[config.mk]
export PLATFORM = sky130hd
export DESIGN_NAME = dcf_modify
export DESIGN_NICKNAME = d
export VERILOG_FILES = /design/src/dcf_pkg.sv /design/src/dcf_modify.sv
export SDC_FILE = /design/constraint.sdc
export NUM_CORES = 1
export LEC_CHECK = 0
export ABC_AREA = 1
export BUFFER_PORTS_ARGS = -buffer_cell sky130_fd_sc_hd__buf_4
export CORE_AREA = 4 4 114 116
export DETAILED_ROUTE_END_ITERATION = 16
export DIE_AREA = 0 0 118 120
export GPL_ROUTABILITY_DRIVEN = 0
export PLACE_DENSITY = 0.64
export SYNTH_ARGS = -nofsm -noshare
export SYNTH_HDL_FRONTEND = slang
export SYNTH_SLANG_ARGS = --single-unit
[constraint.sdc]
create_clock -name vclk -period 1.1
set_input_delay 0.11 -clock vclk [all_inputs]
set_output_delay 0.11 -clock vclk [all_outputs]
set_load 0.02 [all_outputs]
[src/dcf_pkg.sv]
`default_nettype none

package dcf_pkg;

    localparam int X_W = 7;
    localparam int Y_W = 6;
    localparam int COLS_W = 8;
    localparam int ROWS_W = 7;
    localparam int CFG_DATA_W = 8;

    localparam logic [COLS_W-1:0] ACTIVE_COLS_RESET = 8'd128;
    localparam logic [ROWS_W-1:0] ACTIVE_ROWS_RESET = 7'd64;

    localparam logic [1:0] CMD_WRITE_PIXEL = 2'd0;
    localparam logic [1:0] CMD_WRITE_BG    = 2'd1;
    localparam logic [1:0] CMD_REMOVE      = 2'd2;
    localparam logic [1:0] CMD_REFRESH     = 2'd3;

    localparam logic REG_ACTIVE_COLS = 1'b0;
    localparam logic REG_ACTIVE_ROWS = 1'b1;

    typedef struct packed {
        logic [7:0] red;
        logic [7:0] green;
        logic [7:0] blue;
    } pixel_t;

    typedef struct packed {
        pixel_t bg_bot;
        pixel_t bg_top;
        pixel_t px_bot;
        pixel_t px_top;
        logic   mark_bot;
        logic   mark_top;
    } dcf_entry_t;

    localparam dcf_entry_t ENTRY_RESET = '{
        bg_bot:   '0,
        bg_top:   '0,
        px_bot:   '0,
        px_top:   '0,
        mark_bot: 1'b1,
        mark_top: 1'b1
    };

    typedef struct packed {
        logic [1:0]     cmd;
        logic [X_W-1:0] col;
        logic [Y_W-1:0] row_top;
        logic           half;
        logic           item_ok;
        logic           bot_ok;
        pixel_t         colour;
    } dcf_item_t;

    typedef struct packed {
        logic [X_W-1:0] col;
        logic [Y_W-1:0] row;
        pixel_t         top;
        pixel_t         bottom;
        logic           half_block;
    } dcf_result_t;

endpackage

`default_nettype wire

[src/dcf_modify.sv]
`default_nettype none

module dcf_modify
    import dcf_pkg::*;
(
    input  wire dcf_item_t   item,
    input  wire dcf_entry_t  entry_in,
    output dcf_entry_t       entry_out,
    output logic             write_en,
    output logic             emit,
    output dcf_result_t      result
);

    pixel_t bottom;
    logic   bot_mod;

    always_comb
    begin
        bottom  = item.bot_ok ? entry_in.px_bot : '0;
        bot_mod = item.bot_ok & entry_in.mark_bot;

        entry_out = entry_in;
        write_en  = 1'b0;
        emit      = 1'b0;

        case (item.cmd)
            CMD_WRITE_PIXEL:
            begin
                write_en = item.item_ok;
                if (item.half)
                begin
                    entry_out.px_bot   = item.colour;
                    entry_out.mark_bot = 1'b1;
                end
                else
                begin
                    entry_out.px_top   = item.colour;
                    entry_out.mark_top = 1'b1;
                end
            end
            CMD_WRITE_BG:
            begin
                write_en = item.item_ok;
                if (item.half)
                begin
                    entry_out.bg_bot = item.colour;
                end
                else
                begin
                    entry_out.bg_top = item.colour;
                end
            end
            CMD_REMOVE:
            begin
                write_en = item.item_ok;
                if (item.half)
                begin
                    entry_out.px_bot   = entry_in.bg_bot;
                    entry_out.mark_bot = 1'b1;
                end
                else
                begin
                    entry_out.px_top   = entry_in.bg_top;
                    entry_out.mark_top = 1'b1;
                end
            end
            default:
            begin
                emit     = item.item_ok & (entry_in.mark_top | bot_mod);
                write_en = emit;
                entry_out.mark_top = 1'b0;
                if (item.bot_ok)
                begin
                    entry_out.mark_bot = 1'b0;
                end
            end
        endcase

        result.col        = item.col;
        result.row        = item.row_top;
        result.top        = entry_in.px_top;
        result.bottom     = bottom;
        result.half_block = (entry_in.px_top != bottom);
    end

endmodule

`default_nettype wire

==> reports/results.tsv <==
metric	value	unit
outcome	complete, but fails checks	
violated checks	negative setup slack	
placed wire-length estimate	13700	um
setup_tns	-2.88	ns
antenna diode count	0	
GR Util All Layers	24.5	%
Post-CTS Hold Fix Bufs	0	
critical path's slowest cell	buf_4	
startpoint types	primary input	
cell count after placement	1148	
DR DRC count	0	
DRT Wirelength	19000	um
relative slew slack	85.2	%
sequential fraction of the synthesis area	0	%
initial core utilization	27.8	%
top cells by area, synth	nand2_1 (41%), inv_1 (10%), buf_4 (10%)	
nets	1162	
Avg Cell Area, Syn	4.52	um2
maximum clock frequency	823	MHz
CP Cell Sequence	buf_12 > clkinv_16 > buf_12 > nand2_4 > inv_8 > buf_12 > o22ai_1 > buf_4	
type of the worst min-delay path	in2out	
Die W	118	um
Pwr per Cell Area	512	mW/mm2
critical path's most frequent cell	buf_12	
Syn-to-layout area delta	111	%
RSZ-0062 raised after global routing	true	
Req. time, crit path	0.99	ns
Max Slew Vio Count	0	
Max Cap Viol	0	
Final setup viols	59	
P_leak	4.03	nW
post-route setup slack	-0.115	ns
Net Count, Synth	872	
Syn Inst Count	732	
Synth top cells by count	nand2_1 (360), inv_1 (89), o21ai_0 (60)	
GR Overflow Total	0	
final worst-path cycle share	110	%
die area	0.0142	mm2
largest net degree at the start of global routing	27	
Yosys cell types	16	
top-area cell type share of the netlist area	40.9	%
most frequent cell after synthesis	nand2_1	
Pre-Repair DR Iteration Count	5	
row cnt	40	
Util after Layout	58.4	%
clock buf count	0	
core area	0.0119	mm2
Die Y	120	um
Netlist Area Pre-Place	0.00331	mm2
IO Pins	302	
initial antenna violation count	0	
Critical Path End Type	output port	
Iter 0 DRT Violations	386	
Final ANT Viol Nets	0	
share of cells above drive strength 1	46.8	%
kind of critical path	in2out	
Synth Warn #	0	
Worst Path Arrival	1.10	ns
Worst Tran Pin Value	0.221	ns
final worst path period need	1.21	ns
drt via density	4.91	
VDD IR max	0.253	mV
DR vias	5729	
worst-path fanout max	6	
post-route non-filler standard cell count	1167	
number of sequential cells	0	
Hold Fails Final Rpt	0	
IO Port Bufs	276	
crit-path max cell delay	0.17	ns
cell taking the most area after synthesis	nand2_1	
drt wl/cell	16.2	um
Register Area	0	um2
vias in the first global route	5358	
global-route wire length before repair	28700	um
[kinds of logic after synthesis]
group | after synthesis | synth area share [%]
and+or+nand+nor | 424 | 50.2
buffers and inverters | 183 | 27.5
AOI/OAI and AO/OA | 125 | 22.2
[metal layers]
metal / vias up / track usage (%) / share of wire (%)
met5: - / 0 / 0
met4: 0 / 3.96 / 1.6
met3: 30 / 4.24 / 8.2
met2: 282 / 45.7 / 51
met1: 2572 / 29.7 / 39
li1: 2845 / - / -
[repair_timing]
item,in CTS,in global routing
pin swaps,22,28
endpoints found under the setup margin,101,84
cloned,11,1
gates resized for setup,156,89
buffers inserted,8,1
[path summary, 6_finish.rpt]
path | slack [ns] | start | depth (start not counted) | end
worst max-delay path | -0.11 | item[26] | 8 | entry_out[73]
worst min-delay path | 0.22 | item[36] | 0 | result[58]
[area by class of cell]
cell class                 instances  area (um2)
multi-input combinational        549        2890
fill                            1195        4950
tap                              147         184
inverter                         102         447
timing repair buffer             369        3440
[where the power goes]
group          switching, mW  total, mW  internal (mW)  leakage (nW)
sequential                 0          0              0             0
clock                      0          0              0             0
combinational           1.89       3.57           1.68          4.03
total                   1.89       3.57           1.68          4.03
[metrics by stage]
step           power, mW  cell area [um2]  hold WS (ns)  setup WS [ns]
2_1_floorplan       1.59             3310         0.326        -0.0775
3_3_place_gp        2.96             5710         0.220         -0.382
3_5_place_dp        2.97             5710         0.220         -0.444
4_1_cts             3.45             6700         0.220        -0.0771
5_1_grt             3.82             6960         0.220         -0.137
6_report            3.57             6960         0.220         -0.115
[cells in the final DEF, fill, tap and decap left out]
cell / netlist / routed
clkinv_8: 0 / 1
inv_1: 89 / 88
buf_8: 0 / 4
inv_8: 0 / 3
o21ai_2: 0 / 12
o22ai_1: 38 / 15
nand2_8: 0 / 1
nand3_2: 0 / 11
o21ai_1: 2 / 23
o22ai_4: 0 / 3
buf_4: 44 / 296
inv_4: 0 / 1
inv_2: 13 / 8
clkbuf_16: 0 / 1
nor2_2: 3 / 6
nand3_1: 41 / 30
nor2_1: 16 / 10
nand2_1: 360 / 325
o22ai_2: 0 / 20
nor2_4: 0 / 3
buf_12: 0 / 18
buf_6: 4 / 37
o21ai_0: 60 / 27
buf_16: 0 / 13
o211ai_1: 25 / 25
nand2_2: 4 / 19
nand2_4: 0 / 19
clkinv_16: 0 / 1
[worst max-delay path, delay by kind of cell]
family | cells | cell delay [ns]
AO/OA/AOI/OAI | 1 | 0.12
AND/OR/NAND/NOR | 1 | 0.14
buffers and inverters | 6 | 0.72
No activity file was read; power rests on OpenSTA's default activity.
